File: config.mk
export PLATFORM = sky130hd
export DESIGN_NAME = ultrasonic_path_gain_sequencer_core_flat
export DESIGN_NICKNAME = d
export VERILOG_FILES = /design/src/rtl/upg_pkg.sv /design/src/rtl/upg_if.sv /design/src/rtl/upg_serial_div.sv /design/src/rtl/upg_serial_mul.sv /design/src/rtl/upg_gain_loop.sv /design/src/rtl/ultrasonic_path_gain_sequencer_core.sv /design/src/flat_wrapper.sv
export VERILOG_INCLUDE_DIRS = /design/src /design/src/rtl
export SDC_FILE = /design/constraint.sdc
export NUM_CORES = 1
export LEC_CHECK = 0
export ABC_AREA = 1
export BUFFER_PORTS_ARGS = -buffer_cell sky130_fd_sc_hd__buf_2
export CAP_MARGIN = 30
export CORE_AREA = 2 2 232 234
export CTS_BUF_LIST = sky130_fd_sc_hd__clkbuf_16
export DETAILED_ROUTE_END_ITERATION = 10
export DIE_AREA = 0 0 234 236
export PLACE_DENSITY = 0.87
export SLEW_MARGIN = 40
export SYNTH_ARGS = -nofsm -noshare
export SYNTH_HDL_FRONTEND = slang
export SYNTH_SLANG_ARGS = --single-unit
File: constraint.sdc
create_clock -name clock -period 9.1 [get_ports clock]
set_input_delay 0.91 -clock clock [delete_from_list [all_inputs] [get_ports clock]]
set_output_delay 0.91 -clock clock [all_outputs]
set_load 0.1 [all_outputs]
File: src/rtl/ultrasonic_path_gain_sequencer_core_defines.svh
// assertion macros shared by the rtl files
`ifndef ULTRASONIC_PATH_GAIN_SEQUENCER_CORE_DEFINES_SVH
`define ULTRASONIC_PATH_GAIN_SEQUENCER_CORE_DEFINES_SVH

// consequent must hold in the same cycle as the antecedent
`define UPG_ASSERT_NOW(lbl, ante, cons, msg) \
   lbl: assert property (@(posedge clock) disable iff (reset) (ante) |-> (cons)) \
      else $error(msg);

// consequent must hold in the cycle after the antecedent
`define UPG_ASSERT_NEXT(lbl, ante, cons, msg) \
   lbl: assert property (@(posedge clock) disable iff (reset) (ante) |=> (cons)) \
      else $error(msg);

`endif

File: src/rtl/upg_pkg.sv
`default_nettype none
package upg_pkg;

   localparam int SLOT_COUNT    = 128;
   localparam int CAPTURE_LIMIT = 8;
   localparam int SLOT_W        = $clog2(SLOT_COUNT);
   localparam int LAST_SLOT     = SLOT_COUNT - 1;

   localparam logic [9:0] TARGET_RESET = 10'd465;

   // gains are q16
   localparam logic [18:0] ONE_Q16      = 19'd65536;
   localparam logic [18:0] MAX_GAIN_Q16 = 19'd262144;

   // shared serial divider
   localparam int DIV_DW = 38;
   localparam int DIV_SW = 19;
   localparam int DIV_CW = $clog2(DIV_DW + 1);

   // serial multiplier
   localparam int MCAND_W  = 25;
   localparam int MPLIER_W = 10;
   localparam int PROD_W   = MCAND_W + MPLIER_W;
   localparam int MUL_CW   = $clog2(MPLIER_W + 1);

   typedef enum logic [1:0] {
      REQ_START   = 2'd0,
      REQ_CROSS   = 2'd1,
      REQ_END     = 2'd2,
      REQ_ADVANCE = 2'd3
   } req_code_type;

   typedef struct packed {
      logic       start;
      logic [7:0] setting;
      logic [9:0] peak;
      logic [9:0] target;
   } gain_req_type;

   typedef struct packed {
      logic [6:0]  slot_index;
      logic [1:0]  path_index;
      logic [7:0]  digipot_value;
      logic [6:0]  capture_count;
      logic [9:0]  peak_amplitude;
      logic        set_done;
      logic [15:0] set_number;
   } rsp_payload_type;

endpackage
`default_nettype wire

File: src/rtl/upg_if.sv
`default_nettype none
interface upg_req_if;
   logic              valid;
   logic              ready;
   logic [1:0]        req_type;
   logic              zcd_level;
   logic signed [9:0] adc_sample;

   modport source (output valid, output req_type, output zcd_level, output adc_sample,
                   input ready);
   modport sink (input valid, input req_type, input zcd_level, input adc_sample,
                 output ready);
endinterface

interface upg_rsp_if;
   logic        valid;
   logic        ready;
   logic [6:0]  slot_index;
   logic [1:0]  path_index;
   logic [7:0]  digipot_value;
   logic [6:0]  capture_count;
   logic [9:0]  peak_amplitude;
   logic        set_done;
   logic [15:0] set_number;

   modport source (output valid, output slot_index, output path_index,
                   output digipot_value, output capture_count, output peak_amplitude,
                   output set_done, output set_number, input ready);
   modport sink (input valid, input slot_index, input path_index,
                 input digipot_value, input capture_count, input peak_amplitude,
                 input set_done, input set_number, output ready);
endinterface

interface upg_csr_if;
   logic       valid;
   logic       ready;
   logic [9:0] amp_goal;

   modport source (output valid, output amp_goal, input ready);
   modport sink (input valid, input amp_goal, output ready);
endinterface
`default_nettype wire

File: src/rtl/upg_serial_div.sv
`default_nettype none
`include "ultrasonic_path_gain_sequencer_core_defines.svh"
module upg_serial_div
   import upg_pkg::*;
(
   input  logic              clock,
   input  logic              reset,
   input  logic              start,
   input  logic [DIV_DW-1:0] dividend,
   input  logic [DIV_SW-1:0] divisor,
   input  logic [DIV_CW-1:0] step_count,
   output logic              done,
   output logic [DIV_DW-1:0] quotient
);

   logic              run_ff, run_in;
   logic              done_ff, done_in;
   logic [DIV_CW-1:0] cnt_ff, cnt_in;
   logic [DIV_DW-1:0] dvd_ff, dvd_in;
   logic [DIV_SW-1:0] dvs_ff, dvs_in;
   logic [DIV_SW-1:0] rem_ff, rem_in;
   logic [DIV_DW-1:0] quo_ff, quo_in;

   logic [DIV_SW:0] trial;
   logic [DIV_SW:0] diff;
   logic            fits;

   // one quotient bit per cycle, dividend enters msb first
   assign trial = {rem_ff, dvd_ff[DIV_DW-1]};
   assign diff  = trial - {1'b0, dvs_ff};
   assign fits  = trial >= {1'b0, dvs_ff};

   always_comb begin
      run_in  = run_ff;
      done_in = 1'b0;
      cnt_in  = cnt_ff;
      dvd_in  = dvd_ff;
      dvs_in  = dvs_ff;
      rem_in  = rem_ff;
      quo_in  = quo_ff;
      if (start) begin
         run_in = 1'b1;
         cnt_in = step_count;
         dvd_in = dividend;
         dvs_in = divisor;
         rem_in = '0;
         quo_in = '0;
      end else if (run_ff) begin
         rem_in = fits ? diff[DIV_SW-1:0] : trial[DIV_SW-1:0];
         quo_in = {quo_ff[DIV_DW-2:0], fits};
         dvd_in = {dvd_ff[DIV_DW-2:0], 1'b0};
         cnt_in = cnt_ff - 1'b1;
         if (cnt_ff == DIV_CW'(1)) begin
            run_in  = 1'b0;
            done_in = 1'b1;
         end
      end
   end

   always_ff @(posedge clock) begin
      if (reset) begin
         run_ff  <= 1'b0;
         done_ff <= 1'b0;
         cnt_ff  <= '0;
      end else begin
         run_ff  <= run_in;
         done_ff <= done_in;
         cnt_ff  <= cnt_in;
      end
   end

   always_ff @(posedge clock) begin
      dvd_ff <= dvd_in;
      dvs_ff <= dvs_in;
      rem_ff <= rem_in;
      quo_ff <= quo_in;
   end

   assign done     = done_ff;
   assign quotient = quo_ff;

   `UPG_ASSERT_NOW(a_div_start_idle, start, !run_ff, "divider started while running")
   `UPG_ASSERT_NOW(a_div_done_after_run, done_ff, $past(run_ff), "divider done without a run")
   `UPG_ASSERT_NOW(a_div_rem_bound, run_ff, rem_ff < dvs_ff, "partial remainder not below divisor")

endmodule
`default_nettype wire

File: src/rtl/upg_serial_mul.sv
`default_nettype none
module upg_serial_mul
   import upg_pkg::*;
(
   input  logic                clock,
   input  logic                reset,
   input  logic                start,
   input  logic [MCAND_W-1:0]  multiplicand,
   input  logic [MPLIER_W-1:0] multiplier,
   output logic                done,
   output logic [PROD_W-1:0]   product
);

   logic                run_ff, run_in;
   logic                done_ff, done_in;
   logic [MUL_CW-1:0]   cnt_ff, cnt_in;
   logic [MCAND_W-1:0]  mcand_ff, mcand_in;
   logic [MPLIER_W-1:0] mplier_ff, mplier_in;
   logic [PROD_W-1:0]   prod_ff, prod_in;

   // shift-add, multiplier bits msb first
   always_comb begin
      run_in    = run_ff;
      done_in   = 1'b0;
      cnt_in    = cnt_ff;
      mcand_in  = mcand_ff;
      mplier_in = mplier_ff;
      prod_in   = prod_ff;
      if (start) begin
         run_in    = 1'b1;
         cnt_in    = MUL_CW'(MPLIER_W);
         mcand_in  = multiplicand;
         mplier_in = multiplier;
         prod_in   = '0;
      end else if (run_ff) begin
         prod_in   = {prod_ff[PROD_W-2:0], 1'b0}
                     + (mplier_ff[MPLIER_W-1] ? PROD_W'(mcand_ff) : '0);
         mplier_in = {mplier_ff[MPLIER_W-2:0], 1'b0};
         cnt_in    = cnt_ff - 1'b1;
         if (cnt_ff == MUL_CW'(1)) begin
            run_in  = 1'b0;
            done_in = 1'b1;
         end
      end
   end

   always_ff @(posedge clock) begin
      if (reset) begin
         run_ff  <= 1'b0;
         done_ff <= 1'b0;
         cnt_ff  <= '0;
      end else begin
         run_ff  <= run_in;
         done_ff <= done_in;
         cnt_ff  <= cnt_in;
      end
   end

   always_ff @(posedge clock) begin
      mcand_ff  <= mcand_in;
      mplier_ff <= mplier_in;
      prod_ff   <= prod_in;
   end

   assign done    = done_ff;
   assign product = prod_ff;

endmodule
`default_nettype wire

File: src/rtl/upg_gain_loop.sv
`default_nettype none
module upg_gain_loop
   import upg_pkg::*;
(
   input  logic         clock,
   input  logic         reset,
   input  gain_req_type gain_req,
   output logic         done,
   output logic [7:0]   setting
);

   typedef enum logic [3:0] {
      ST_IDLE,
      ST_OLD_GO,
      ST_OLD_WAIT,
      ST_MUL_GO,
      ST_MUL_WAIT,
      ST_RAW_GO,
      ST_RAW_WAIT,
      ST_SUM_A,
      ST_SUM_B,
      ST_SUM_C,
      ST_TEN_GO,
      ST_TEN_WAIT,
      ST_CLAMP,
      ST_SET_GO,
      ST_SET_WAIT
   } state_type;

   localparam logic [DIV_CW-1:0] OLD_STEPS = DIV_CW'(25);
   localparam logic [DIV_CW-1:0] RAW_STEPS = DIV_CW'(PROD_W);
   localparam logic [DIV_CW-1:0] TEN_STEPS = DIV_CW'(DIV_DW);
   localparam logic [DIV_CW-1:0] SET_STEPS = DIV_CW'(27);
   localparam logic [DIV_SW-1:0] TEN       = DIV_SW'(10);

   state_type           state_ff, state_in;
   logic [7:0]          d_ff, d_in;
   logic [9:0]          peak_ff, peak_in;
   logic [9:0]          target_ff, target_in;
   logic [MCAND_W-1:0]  old_ff, old_in;
   logic [DIV_DW-1:0]   acc_ff, acc_in;
   logic [18:0]         g_ff, g_in;
   logic                done_ff, done_in;
   logic [7:0]          setting_ff, setting_in;

   logic              div_start;
   logic [DIV_DW-1:0] div_dividend;
   logic [DIV_SW-1:0] div_divisor;
   logic [DIV_CW-1:0] div_steps;
   logic              div_done;
   logic [DIV_DW-1:0] div_quotient;
   logic              mul_start;
   logic              mul_done;
   logic [PROD_W-1:0] mul_product;

   upg_serial_div u_div (
      .clock      (clock),
      .reset      (reset),
      .start      (div_start),
      .dividend   (div_dividend),
      .divisor    (div_divisor),
      .step_count (div_steps),
      .done       (div_done),
      .quotient   (div_quotient)
   );

   upg_serial_mul u_mul (
      .clock        (clock),
      .reset        (reset),
      .start        (mul_start),
      .multiplicand (old_ff),
      .multiplier   (target_ff),
      .done         (mul_done),
      .product      (mul_product)
   );

   always_comb begin
      state_in     = state_ff;
      d_in         = d_ff;
      peak_in      = peak_ff;
      target_in    = target_ff;
      old_in       = old_ff;
      acc_in       = acc_ff;
      g_in         = g_ff;
      done_in      = 1'b0;
      setting_in   = setting_ff;
      div_start    = 1'b0;
      div_dividend = '0;
      div_divisor  = '0;
      div_steps    = '0;
      mul_start    = 1'b0;
      case (state_ff)
         ST_IDLE: begin
            if (gain_req.start) begin
               d_in      = gain_req.setting;
               peak_in   = gain_req.peak;
               target_in = gain_req.target;
               state_in  = ST_OLD_GO;
            end
         end
         ST_OLD_GO: begin
            // 2^24 / (256 - d), dividend msb aligned
            div_start    = 1'b1;
            div_dividend = {1'b1, {(DIV_DW-1){1'b0}}};
            div_divisor  = DIV_SW'(9'd256 - {1'b0, d_ff});
            div_steps    = OLD_STEPS;
            state_in     = ST_OLD_WAIT;
         end
         ST_OLD_WAIT: begin
            if (div_done) begin
               old_in = div_quotient[MCAND_W-1:0];
               if (peak_ff == '0) begin
                  g_in     = MAX_GAIN_Q16;
                  state_in = ST_SET_GO;
               end else begin
                  state_in = ST_MUL_GO;
               end
            end
         end
         ST_MUL_GO: begin
            mul_start = 1'b1;
            state_in  = ST_MUL_WAIT;
         end
         ST_MUL_WAIT: begin
            if (mul_done) begin
               state_in = ST_RAW_GO;
            end
         end
         ST_RAW_GO: begin
            div_start    = 1'b1;
            div_dividend = {mul_product, {(DIV_DW-PROD_W){1'b0}}};
            div_divisor  = DIV_SW'(peak_ff);
            div_steps    = RAW_STEPS;
            state_in     = ST_RAW_WAIT;
         end
         ST_RAW_WAIT: begin
            if (div_done) begin
               acc_in   = div_quotient;
               state_in = ST_SUM_A;
            end
         end
         ST_SUM_A: begin
            acc_in   = acc_ff + {acc_ff[DIV_DW-2:0], 1'b0};
            state_in = ST_SUM_B;
         end
         ST_SUM_B: begin
            acc_in   = acc_ff + DIV_DW'({old_ff, 3'b000});
            state_in = ST_SUM_C;
         end
         ST_SUM_C: begin
            acc_in   = acc_ff - DIV_DW'(old_ff);
            state_in = ST_TEN_GO;
         end
         ST_TEN_GO: begin
            div_start    = 1'b1;
            div_dividend = acc_ff;
            div_divisor  = TEN;
            div_steps    = TEN_STEPS;
            state_in     = ST_TEN_WAIT;
         end
         ST_TEN_WAIT: begin
            if (div_done) begin
               acc_in   = div_quotient;
               state_in = ST_CLAMP;
            end
         end
         ST_CLAMP: begin
            if (acc_ff > DIV_DW'(MAX_GAIN_Q16)) begin
               g_in = MAX_GAIN_Q16;
            end else if (acc_ff < DIV_DW'(ONE_Q16)) begin
               g_in = ONE_Q16;
            end else begin
               g_in = acc_ff[18:0];
            end
            state_in = ST_SET_GO;
         end
         ST_SET_GO: begin
            // 256 * (g - 1.0) / g
            div_start    = 1'b1;
            div_dividend = {g_ff - ONE_Q16, 8'd0, {(DIV_DW-27){1'b0}}};
            div_divisor  = g_ff;
            div_steps    = SET_STEPS;
            state_in     = ST_SET_WAIT;
         end
         ST_SET_WAIT: begin
            if (div_done) begin
               setting_in = div_quotient[7:0];
               done_in    = 1'b1;
               state_in   = ST_IDLE;
            end
         end
         default: begin
            state_in = ST_IDLE;
         end
      endcase
   end

   always_ff @(posedge clock) begin
      if (reset) begin
         state_ff <= ST_IDLE;
         done_ff  <= 1'b0;
      end else begin
         state_ff <= state_in;
         done_ff  <= done_in;
      end
      d_ff       <= d_in;
      peak_ff    <= peak_in;
      target_ff  <= target_in;
      old_ff     <= old_in;
      acc_ff     <= acc_in;
      g_ff       <= g_in;
      setting_ff <= setting_in;
   end

   assign done    = done_ff;
   assign setting = setting_ff;

endmodule
`default_nettype wire

File: src/rtl/ultrasonic_path_gain_sequencer_core.sv
`default_nettype none
// Slot sequencer and per-path automatic gain loop for four ultrasonic paths.
// Start window, zero crossing and advance slot items give a result that passes
// through a pending register and then the output register, and a new item is
// taken only once the previous result has left the pending register.
// An end measurement item runs the gain update on one shared bit-serial
// divider (four divisions of 25, 35, 38 and 27 steps) and a 10-step serial
// multiplier, or only the first and last divisions when the peak is zero; the
// next item is accepted once the update's result has moved to the output stage.
// The output register holds a finished result while the next item is taken.
// The target peak amplitude is written through the csr channel; the user must
// write it only while the block is idle, the block itself does not enforce this.
`include "ultrasonic_path_gain_sequencer_core_defines.svh"
module ultrasonic_path_gain_sequencer_core
   import upg_pkg::*;
(
   input  logic       clock,
   input  logic       reset,
   upg_req_if.sink    req_if,
   upg_rsp_if.source  rsp_if,
   upg_csr_if.sink    csr_if
);

   logic [9:0]        target_ff, target_in;
   logic [SLOT_W-1:0] slot_ff, slot_in;
   logic [7:0]        table_ff [4];
   logic [7:0]        table_in [4];
   logic [7:0]        active_ff, active_in;
   logic [6:0]        count_ff, count_in;
   logic [9:0]        peak_ff, peak_in;
   logic [15:0]       setcnt_ff, setcnt_in;
   logic              busy_ff, busy_in;
   logic              pend_valid_ff, pend_valid_in;
   rsp_payload_type   pend_ff, pend_in;
   logic              rsp_valid_ff, rsp_valid_in;
   rsp_payload_type   rsp_ff, rsp_in;

   logic              req_fire;
   logic [9:0]        mag;
   logic [SLOT_W-1:0] slot_next;
   logic              last_slot;
   gain_req_type      gain_req;
   logic              gain_done;
   logic [7:0]        gain_setting;

   assign req_if.ready = !busy_ff && !pend_valid_ff;
   assign req_fire     = req_if.valid && req_if.ready;
   assign csr_if.ready = 1'b1;

   // absolute sample, most negative code gives 512
   assign mag       = req_if.adc_sample[9] ? (~req_if.adc_sample + 10'd1)
                                           : req_if.adc_sample;
   assign slot_next = (slot_ff == SLOT_W'(LAST_SLOT)) ? '0 : slot_ff + 1'b1;
   assign last_slot = slot_ff == SLOT_W'(LAST_SLOT);

   upg_gain_loop u_gain (
      .clock    (clock),
      .reset    (reset),
      .gain_req (gain_req),
      .done     (gain_done),
      .setting  (gain_setting)
   );

   always_comb begin
      target_in     = target_ff;
      slot_in       = slot_ff;
      table_in      = table_ff;
      active_in     = active_ff;
      count_in      = count_ff;
      peak_in       = peak_ff;
      setcnt_in     = setcnt_ff;
      busy_in       = busy_ff;
      pend_valid_in = pend_valid_ff;
      pend_in       = pend_ff;
      rsp_valid_in  = rsp_valid_ff;
      rsp_in        = rsp_ff;
      gain_req      = '{start: 1'b0, setting: active_ff, peak: peak_ff, target: target_ff};

      if (csr_if.valid) begin
         target_in = csr_if.amp_goal;
      end

      // output stage
      if (!rsp_valid_ff || rsp_if.ready) begin
         rsp_valid_in  = pend_valid_ff;
         pend_valid_in = 1'b0;
         if (pend_valid_ff) begin
            rsp_in = pend_ff;
         end
      end

      if (req_fire) begin
         case (req_code_type'(req_if.req_type))
            REQ_START: begin
               count_in = '0;
               peak_in  = '0;
            end
            REQ_CROSS: begin
               if (count_ff < 7'(CAPTURE_LIMIT)) begin
                  if (count_ff != '0) begin
                     if (mag > peak_ff) begin
                        peak_in = mag;
                     end
                     count_in = count_ff + 7'd1;
                  end else if (req_if.zcd_level) begin
                     // first crossing only arms on a high pin
                     count_in = 7'd1;
                  end
               end
            end
            REQ_END: begin
               busy_in        = 1'b1;
               gain_req.start = 1'b1;
            end
            REQ_ADVANCE: begin
               slot_in   = slot_next;
               active_in = table_ff[slot_next[1:0]];
            end
            default: begin
               busy_in = busy_ff;
            end
         endcase
         if (req_code_type'(req_if.req_type) != REQ_END) begin
            pend_valid_in = 1'b1;
            pend_in = '{slot_index:     7'(slot_in),
                        path_index:     slot_in[1:0],
                        digipot_value:  active_in,
                        capture_count:  count_in,
                        peak_amplitude: peak_in,
                        set_done:       1'b0,
                        set_number:     setcnt_ff};
         end
      end

      if (gain_done) begin
         busy_in                = 1'b0;
         table_in[slot_ff[1:0]] = gain_setting;
         if (last_slot) begin
            setcnt_in = setcnt_ff + 16'd1;
         end
         pend_valid_in = 1'b1;
         pend_in = '{slot_index:     7'(slot_ff),
                     path_index:     slot_ff[1:0],
                     digipot_value:  gain_setting,
                     capture_count:  count_ff,
                     peak_amplitude: peak_ff,
                     set_done:       last_slot,
                     set_number:     setcnt_in};
      end
   end

   always_ff @(posedge clock) begin
      if (reset) begin
         target_ff     <= TARGET_RESET;
         slot_ff       <= '0;
         table_ff      <= '{default: '0};
         active_ff     <= '0;
         count_ff      <= '0;
         peak_ff       <= '0;
         setcnt_ff     <= '0;
         busy_ff       <= 1'b0;
         pend_valid_ff <= 1'b0;
         rsp_valid_ff  <= 1'b0;
      end else begin
         target_ff     <= target_in;
         slot_ff       <= slot_in;
         table_ff      <= table_in;
         active_ff     <= active_in;
         count_ff      <= count_in;
         peak_ff       <= peak_in;
         setcnt_ff     <= setcnt_in;
         busy_ff       <= busy_in;
         pend_valid_ff <= pend_valid_in;
         rsp_valid_ff  <= rsp_valid_in;
      end
      pend_ff <= pend_in;
      rsp_ff  <= rsp_in;
   end

   assign rsp_if.valid          = rsp_valid_ff;
   assign rsp_if.slot_index     = rsp_ff.slot_index;
   assign rsp_if.path_index     = rsp_ff.path_index;
   assign rsp_if.digipot_value  = rsp_ff.digipot_value;
   assign rsp_if.capture_count  = rsp_ff.capture_count;
   assign rsp_if.peak_amplitude = rsp_ff.peak_amplitude;
   assign rsp_if.set_done       = rsp_ff.set_done;
   assign rsp_if.set_number     = rsp_ff.set_number;

   `UPG_ASSERT_NOW(a_gain_done_busy, gain_done, busy_ff, "gain update finished while not busy")
   `UPG_ASSERT_NEXT(a_item_held, req_fire, pend_valid_ff || busy_ff, "accepted item dropped")
   `UPG_ASSERT_NOW(a_set_done_last, rsp_if.valid && rsp_if.set_done, rsp_if.slot_index == 7'(LAST_SLOT), "set done outside last slot")
   `UPG_ASSERT_NOW(a_count_limit, 1'b1, count_ff <= 7'(CAPTURE_LIMIT), "crossing count past limit")

endmodule
`default_nettype wire

File: src/flat_wrapper.sv
// flat-port wrapper written by rule: the top's interface ports become plain ports
module ultrasonic_path_gain_sequencer_core_flat import upg_pkg::*;
  (clock, reset, req_if_valid, req_if_req_type, req_if_zcd_level, req_if_adc_sample, req_if_ready, rsp_if_valid, rsp_if_slot_index, rsp_if_path_index, rsp_if_digipot_value, rsp_if_capture_count, rsp_if_peak_amplitude, rsp_if_set_done, rsp_if_set_number, rsp_if_ready, csr_if_valid, csr_if_amp_goal, csr_if_ready);
  upg_req_if req_if_i ();
  upg_rsp_if rsp_if_i ();
  upg_csr_if csr_if_i ();
  input  logic clock;
  input  logic reset;
  input wire logic [$bits(req_if_i.valid)-1:0] req_if_valid;
  input wire logic [$bits(req_if_i.req_type)-1:0] req_if_req_type;
  input wire logic [$bits(req_if_i.zcd_level)-1:0] req_if_zcd_level;
  input wire logic [$bits(req_if_i.adc_sample)-1:0] req_if_adc_sample;
  output wire logic [$bits(req_if_i.ready)-1:0] req_if_ready;
  output wire logic [$bits(rsp_if_i.valid)-1:0] rsp_if_valid;
  output wire logic [$bits(rsp_if_i.slot_index)-1:0] rsp_if_slot_index;
  output wire logic [$bits(rsp_if_i.path_index)-1:0] rsp_if_path_index;
  output wire logic [$bits(rsp_if_i.digipot_value)-1:0] rsp_if_digipot_value;
  output wire logic [$bits(rsp_if_i.capture_count)-1:0] rsp_if_capture_count;
  output wire logic [$bits(rsp_if_i.peak_amplitude)-1:0] rsp_if_peak_amplitude;
  output wire logic [$bits(rsp_if_i.set_done)-1:0] rsp_if_set_done;
  output wire logic [$bits(rsp_if_i.set_number)-1:0] rsp_if_set_number;
  input wire logic [$bits(rsp_if_i.ready)-1:0] rsp_if_ready;
  input wire logic [$bits(csr_if_i.valid)-1:0] csr_if_valid;
  input wire logic [$bits(csr_if_i.amp_goal)-1:0] csr_if_amp_goal;
  output wire logic [$bits(csr_if_i.ready)-1:0] csr_if_ready;
  assign req_if_i.valid = req_if_valid;
  assign req_if_i.req_type = req_if_req_type;
  assign req_if_i.zcd_level = req_if_zcd_level;
  assign req_if_i.adc_sample = req_if_adc_sample;
  assign req_if_ready = req_if_i.ready;
  assign rsp_if_valid = rsp_if_i.valid;
  assign rsp_if_slot_index = rsp_if_i.slot_index;
  assign rsp_if_path_index = rsp_if_i.path_index;
  assign rsp_if_digipot_value = rsp_if_i.digipot_value;
  assign rsp_if_capture_count = rsp_if_i.capture_count;
  assign rsp_if_peak_amplitude = rsp_if_i.peak_amplitude;
  assign rsp_if_set_done = rsp_if_i.set_done;
  assign rsp_if_set_number = rsp_if_i.set_number;
  assign rsp_if_i.ready = rsp_if_ready;
  assign csr_if_i.valid = csr_if_valid;
  assign csr_if_i.amp_goal = csr_if_amp_goal;
  assign csr_if_ready = csr_if_i.ready;
  ultrasonic_path_gain_sequencer_core u_core (.clock(clock), .reset(reset), .req_if(req_if_i), .rsp_if(rsp_if_i), .csr_if(csr_if_i));
endmodule
Yosys cells after proc, flatten, opt, wreduce, memory -nomap -nowiden
Index checks and enable logic that the tools add are counted.
{"block": "totals", "register_bits": 516, "in_bits": 28, "output_inout_bits": 54, "elab_cells": 206}
{"block": "op_classes", "add_sub_neg": 13, "n_lt_le_gt_ge": 8, "eq_ne": 29, "n_mux": 67, "bitwise_logic": 6, "reduce_logical": 33}
{"operator": "$pmux W38 S4", "count": 2}
{"operator": "$mux W51", "count": 3}
{"operator": "$mux W38", "count": 3}
{"operator": "$mux W19", "count": 5}
{"operator": "$pmux W19 S4", "count": 1}
{"operator": "$mux W10", "count": 6}
{"operator": "$pmux W4 S15", "count": 1}
{"operator": "$add A38 B28 Y38", "count": 1}
{"operator": "$add A38 B38 Y38", "count": 1}
{"operator": "$gt A38 B19 Y1 const B", "count": 1}
{"operator": "$lt A38 B17 Y1 const B", "count": 1}
{"operator": "$pmux W19 S2", "count": 1}
{"operator": "$sub A38 B25 Y38", "count": 1}
{"operator": "$mux W4", "count": 9}
{"operator": "$add A35 B25 Y35", "count": 1}
{"operator": "$mux W7", "count": 5}
{"operator": "$bwmux W32", "count": 1}
{"operator": "$mux W8", "count": 4}
{"operator": "$eq A4 B4 Y1 const B", "count": 7}
{"operator": "$mux W25", "count": 1}
{"operator": "$pmux W6 S4", "count": 1}
{"operator": "$ge A20 B19 Y1", "count": 1}
{"operator": "$pmux W10 S2", "count": 1}
{"operator": "$sub A19 B17 Y19 const B", "count": 1}
{"operator": "44 further kinds", "count": 97}

Logic depth before layout (Yosys ltp)
{"block": "logic_depth", "depth_word": 11, "depth_mapped": 21, "mapped_depth_nobuf": 20}

Hierarchy
Synthesis repeated with hierarchy kept, for this count alone.
{"block": "unflattened", "cells_unflattened": 4535, "area_unflattened_um2": 32673.8}
{"mod": "upg_gain_loop", "n_inst": 1, "cells_per_inst": 2157, "area_per_inst_um2": 13580.5, "seq_area_each_um2": 3643.5}
{"mod": "ultrasonic_path_gain_sequencer_core", "n_inst": 1, "cells_per_inst": 895, "area_per_inst_um2": 8202.9, "seq_area_each_um2": 4804.6}
{"mod": "upg_serial_div", "n_inst": 1, "cells_per_inst": 750, "area_per_inst_um2": 5967.0, "seq_area_each_um2": 3012.9}
{"mod": "upg_serial_mul", "n_inst": 1, "cells_per_inst": 733, "area_per_inst_um2": 4923.5, "seq_area_each_um2": 1871.8}

Worst setup path before layout
Ideal clock, no wire load.
{"block": "synth_timing", "path_type": "register to register", "from": "register u_core.busy_ff", "to": "register u_core.u_gain.d_ff[0] (enable)", "t_arrival_ps": 4209, "path_slack_ps": 4443, "path_stages_with_launch": 5, "path_buffers": 1, "cell_sequence": "dfxtp_1 nor2_1 nand2_1 clkbuf_1 nor3_1"}
{"block": "synth_between", "elab_chain_len": 5}
{"element": "start: declaration", "line_no": "ultrasonic_path_gain_sequencer_core.sv:32", "source": "logic busy_ff, busy_in;"}
{"element": "start signal: assignment", "line_no": "ultrasonic_path_gain_sequencer_core.sv:172", "source": "busy_ff <= busy_in;"}
{"element": "$logic_not A1 Y1", "line_no": "ultrasonic_path_gain_sequencer_core.sv:46", "source": "assign req_if.ready = !busy_ff && !pend_valid_ff;"}
{"element": "$logic_and A1 B1 Y1", "line_no": "ultrasonic_path_gain_sequencer_core.sv:46"}
{"element": "net req_if_ready", "line_no": "flat_wrapper.sv:13", "source": "output wire logic [$bits(req_if_i.ready)-1:0] req_if_ready;"}
{"element": "$logic_and A1 B1 Y1", "line_no": "ultrasonic_path_gain_sequencer_core.sv:47", "source": "assign req_fire = req_if.valid && req_if.ready;"}
{"element": "$mux W1", "line_no": "ultrasonic_path_gain_sequencer_core.sv:92", "source": "if (req_fire) begin"}
{"element": "$reduce_and A2 Y1 (no line)"}
{"element": "end signal: assignment", "line_no": "upg_gain_loop.sv:206", "source": "d_ff <= d_in;"}
{"element": "end: declaration", "line_no": "upg_gain_loop.sv:37", "source": "logic [7:0] d_ff, d_in;"}
The timed path passes the listed nets, and every way through them passes these cells.
A chain may end at the register's enable or synchronous reset.

Final worst setup path
{"block": "layout_timing", "from": "register u_core.u_gain.state_ff[1]", "to": "register u_core.u_gain.u_div.quo_ff[18] (netlist: u_core.u_gain.u_div.quotient[18])"}
{"block": "layout_between", "elab_chain_len": 3}
{"element": "start: declaration", "line_no": "upg_gain_loop.sv:36", "source": "state_type state_ff, state_in;"}
{"element": "start signal: assignment", "line_no": "upg_gain_loop.sv:203", "source": "state_ff <= state_in;"}
{"element": "$eq A4 B4 Y1, or another cell as far along", "line_no": "upg_gain_loop.sv:92", "source": "case (state_ff)"}
{"element": "$reduce_or A4 Y1 (no line) (*)"}
{"element": "$mux W1 (*)", "line_no": "upg_gain_loop.sv:92"}
{"element": "end signal: assignment", "line_no": "upg_serial_div.sv:76", "source": "quo_ff <= quo_in;"}
{"element": "end: declaration", "line_no": "upg_serial_div.sv:22", "source": "logic [DIV_DW-1:0] quo_ff, quo_in;"}
Every way passes the cells marked *; elsewhere a longest branch is shown, timed or not.

==> metrics list <==
* Clock latency on the worst-skew pair: 0.64 ns
- Depth of the worst register-to-register path: 8
* Cell count of the worst hold path: 0
- Cell area after placement: 32,500 µm²
* Quantity of gates resized following cts: 0
* Max-slew violation count: 0
* Net count of the mapped netlist: 4,464
- The worst setup path is of the reg2reg kind.
- Worst Setup Slack, final: 5.84 ns
- At the pin with the least slew margin, the transition time is between 0.8 and 0.9 ns.
- CP Buf/Inv Count: 3
- The average instance in the mapped netlist occupies approximately 7.4 µm².
- After clock tree synthesis, the flow added hold-fix buffers numbering 0.
- GRT Resource Usage Total: 33.9%
* Number of logic stages on the critical path including buffering: 8
- Worst Setup End Kind: flop
* Fmax achieved: roughly 0.3 GHz
- Number of setup violations in the final report: 0
- Dividing the detail-routed via count by the number of cells gives 5.84.
- The final number of hold-violating endpoints came to 0.
* Final routed wirelength across all metal layers: approximately 95,000 µm
- The synthesized design contains 308 enable-type register cells.
* Pwr/cell area: 210 nW/µm²
- Post-placement worst setup slack: 5.46 ns
* Combined flip-flop and latch cell area: ~13,000 µm²
* Cell repeated most along the worst path: nor2_4
* Worst path arrival time: 3.75 ns
- Buffers inserted during clock tree synthesis total 52.
* GRT overflow: 0
* Crit share post-route: around 36%
* Via count of the first global-routing pass: approximately 27,000
- Prevailing post-synth register cell: edfxtp_1
- Number of flip-flops and latches in the synthesized netlist: ~510
- The top cell type by area accounts for 29.4% of the synthesized area.
- Number of optimization iterations in the first detailed-route pass: 8
* Distinct cell type count after synthesis: 60
- Clock tree synthesis found a total of 512 sinks.
* Die height: roughly 240 µm
* Initial core utilization: 59.3%
- Yosys printed 0 warnings.
- The clock period could shrink to 3.26 ns.
- Iter 0 DRT Violations: 3,474
- The count of nets left with antenna violations once routing finished came out at 0.
* Total negative setup slack: 0 ns
* Final core utilization: 64.5%
- The initial antenna violation count is 4.
- With fillers left out, the area of the finished cells amounts to ~34,000 µm².
- Outcome: completed
- Placeable Area: ~53,000 µm²
- On the final layout, the worst clock skew is slightly above 0.05 ns.
- Clock tree buffer depth: 3
- Worst max-slew margin expressed relative to the limit: 43.5%
- Worst path top cell family by delay: buffers and inverters
* Count of max-cap constraint violations: 0
- Maximum fanout along the worst path: 42
* Floorplan die area: 55,200 µm²
- Across the VDD grid, the largest voltage drop is 0.224 mV.
* Clock edge transition at the registers on the reported setup and hold paths: 0.07 ns
- Total number of H-tree levels: 2
- The number of setup buffers added after CTS is 0.
* Pin count of the biggest net entering global routing: 85
- Leading cell types by total area after synthesis: edfxtp_1, nand2_1, dfxtp_1
* Remaining routing DRC violations: 0
- Wire length of the first global-routing pass: roughly 150,000 µm
- Relative to the synthesized area, the layout overhead comes to 8.82%.
* Average wire per standard cell: ~19 µm
- The critical path goes through or2_1, nor2_4, nor2_4, buf_4, inv_4, nor2_4, clkinv_2, o22ai_1.
- Half-perimeter wire length of the detailed placement result: 71,200 µm
- At the worst endpoint, the required time is 9.59 ns.
- 82 I/O pins were placed.
* Delay of the slowest cell on the worst path: between 0.6 and 0.7 ns
* Post-synth ARST share: 0%
- In the final layout, the multi-input gates occupy 15,200 µm².
* Worst Setup Start Kind: flop
* Count of nets after finishing: 4,513
* Rows: 85
- In this run the worst hold path is classified as reg2reg.
- The post-route netlist has 5.65% of its cells at a drive strength greater than 1.
- Leak: 0.0155 µW
- RSZ-0062 raised after global routing: false
- Die span in x: 234 µm
- The routed layout has a little under 30,000 vias.
- In this run the cell area of the synthesized design comes to around 31,000 µm².
- Number of buffers inserted by port buffering: 80
- The largest total area in the synthesized netlist belongs to edfxtp_1.
* Root buffer selected by CTS: clkbuf_16
- Weighted congestion at the end of routability-driven global placement: 1.01
* Fill cells: 4,522
- TritonCTS built the clock tree.
* Share of the yosys chip area belonging to registers: 42.4%
* Post-Synthesis Cells: between 4,000 and 5,000
- Master of the slowest instance on the critical path: clkinv_2
[stage by stage]
| stage | hold WS [ns] | power, µW | instances |
|---|---|---|---|
| 2_1_floorplan | 0.400 | 4470 | 4247 |
| 5_1_grt | 0.401 | 7520 | 5036 |
| 6_report | 0.393 | 7180 | 5037 |
| 3_3_place_gp | 0.401 | 4920 | 4936 |
| 3_5_place_dp | 0.405 | 4970 | 4937 |
| 4_1_cts | 0.398 | 7140 | 5035 |
[metal layers]
layer	global-route usage, %	vias up	share of wire (%)
met5	0	-	0.038
met3	6.24	303	11
met4	14.0	6	4.3
met1	46.4	13500	41
met2	52.9	1575	45
li1	-	14100	-
[cell families (layout without fill, tap and decap cells)]
family	Yosys count	count (layout)	share of synthesized area [%]
AND/OR/NAND/NOR	2012	2012	26.5
buffers and inverters	777	870	9.49
AO/OA/AOI/OAI	708	708	12.6
flip-flops	512	512	42.4
adder cells (fa/ha/maj)	189	189	7.64
XOR/XNOR	48	48	1.34
other	1	2	0.0119
[Yosys cell counts (7+ instances only)]
library cell	count
nand2_1	1127
inv_1	665
nor2_1	440
edfxtp_1	308
o21ai_0	269
nand3_1	262
a21oi_1	254
dfxtp_1	204
ha_1	184
clkbuf_1	62
nand4_1	57
nor3_1	51
o22ai_1	43
xor2_1	34
buf_2	29
or2_2	24
o2111ai_1	22
o21ai_1	19
nand3b_1	16
o211ai_1	14
xnor2_1	14
o221ai_1	13
o21bai_1	12
a31oi_1	10
o21a_1	8
a21o_1	7
a221oi_1	7
[registers in the layout, indices dropped and copies added (netlist names), 16 cells and up]
| name | flops |
|---|---|
| u_core.u_gain.u_div.dvs_ff | 19 |
| u_core.u_gain.acc_ff | 38 |
| u_core.u_gain.g_ff | 19 |
| u_core.u_gain.u_div.quotient | 38 |
| u_core.u_gain.u_div.dvd_ff | 38 |
| u_core.pend_ff | 49 |
| u_core.u_gain.u_mul.product | 35 |
| u_core.setcnt_ff | 16 |
| u_core.u_gain.u_div.rem_ff | 19 |
| u_core.u_gain.u_mul.mcand_ff | 25 |
| u_core.rsp_if.set_number | 16 |
| u_core.u_gain.old_ff | 25 |
| u_core.table_ff | 32 |
[placed cells by master, fill, tap and decap left out, types with 11 or more instances in the layout]
cell type and n:
nor3_1 50, nand2_1 1124, o22ai_1 43, o221ai_1 13, nand4_1 57, dfxtp_1 204
clkinv_2 11, xor2_1 34, o21bai_1 12, or2_2 24, xnor2_1 14, a21oi_1 253
edfxtp_1 308, o211ai_1 14, nor2_1 435, inv_1 672, o21ai_0 269, o21ai_1 19
clkbuf_16 53, ha_1 184, buf_2 80, nand3b_1 16, o2111ai_1 22, buf_4 14
nand3_1 262, clkinv_1 13
[report_power, final]
part           switching (µW)  internal, µW
Clock                     977          1190
Combinational            1370           585
Sequential                208          2850
[path summary, 6_finish.rpt]
kind	startpoint	end	slack, ns
hold / removal	u_core.u_gain.u_div.quotient[8]	u_core.u_gain.old_ff[8]	0.39
setup / recovery	u_core.u_gain.state_ff[1]	u_core.u_gain.u_div.quotient[18]	5.84
hold reg to reg	u_core.u_gain.u_div.quotient[8]	u_core.u_gain.old_ff[8]	0.39
setup reg to reg	u_core.u_gain.state_ff[1]	u_core.u_gain.u_div.quotient[18]	5.84
[final cells by class]
cell class | count | area share [%]
diodes | 1 | 0.00731
clock buffers | 53 | 3.87
flip-flops and latches | 512 | 38.9
clock inverters | 45 | 1.18
well taps | 696 | 2.54
inverters | 676 | 7.42
repair buffers | 96 | 1.59
multi-input cells | 2958 | 44.4
(Power assumes the default switching activity.)
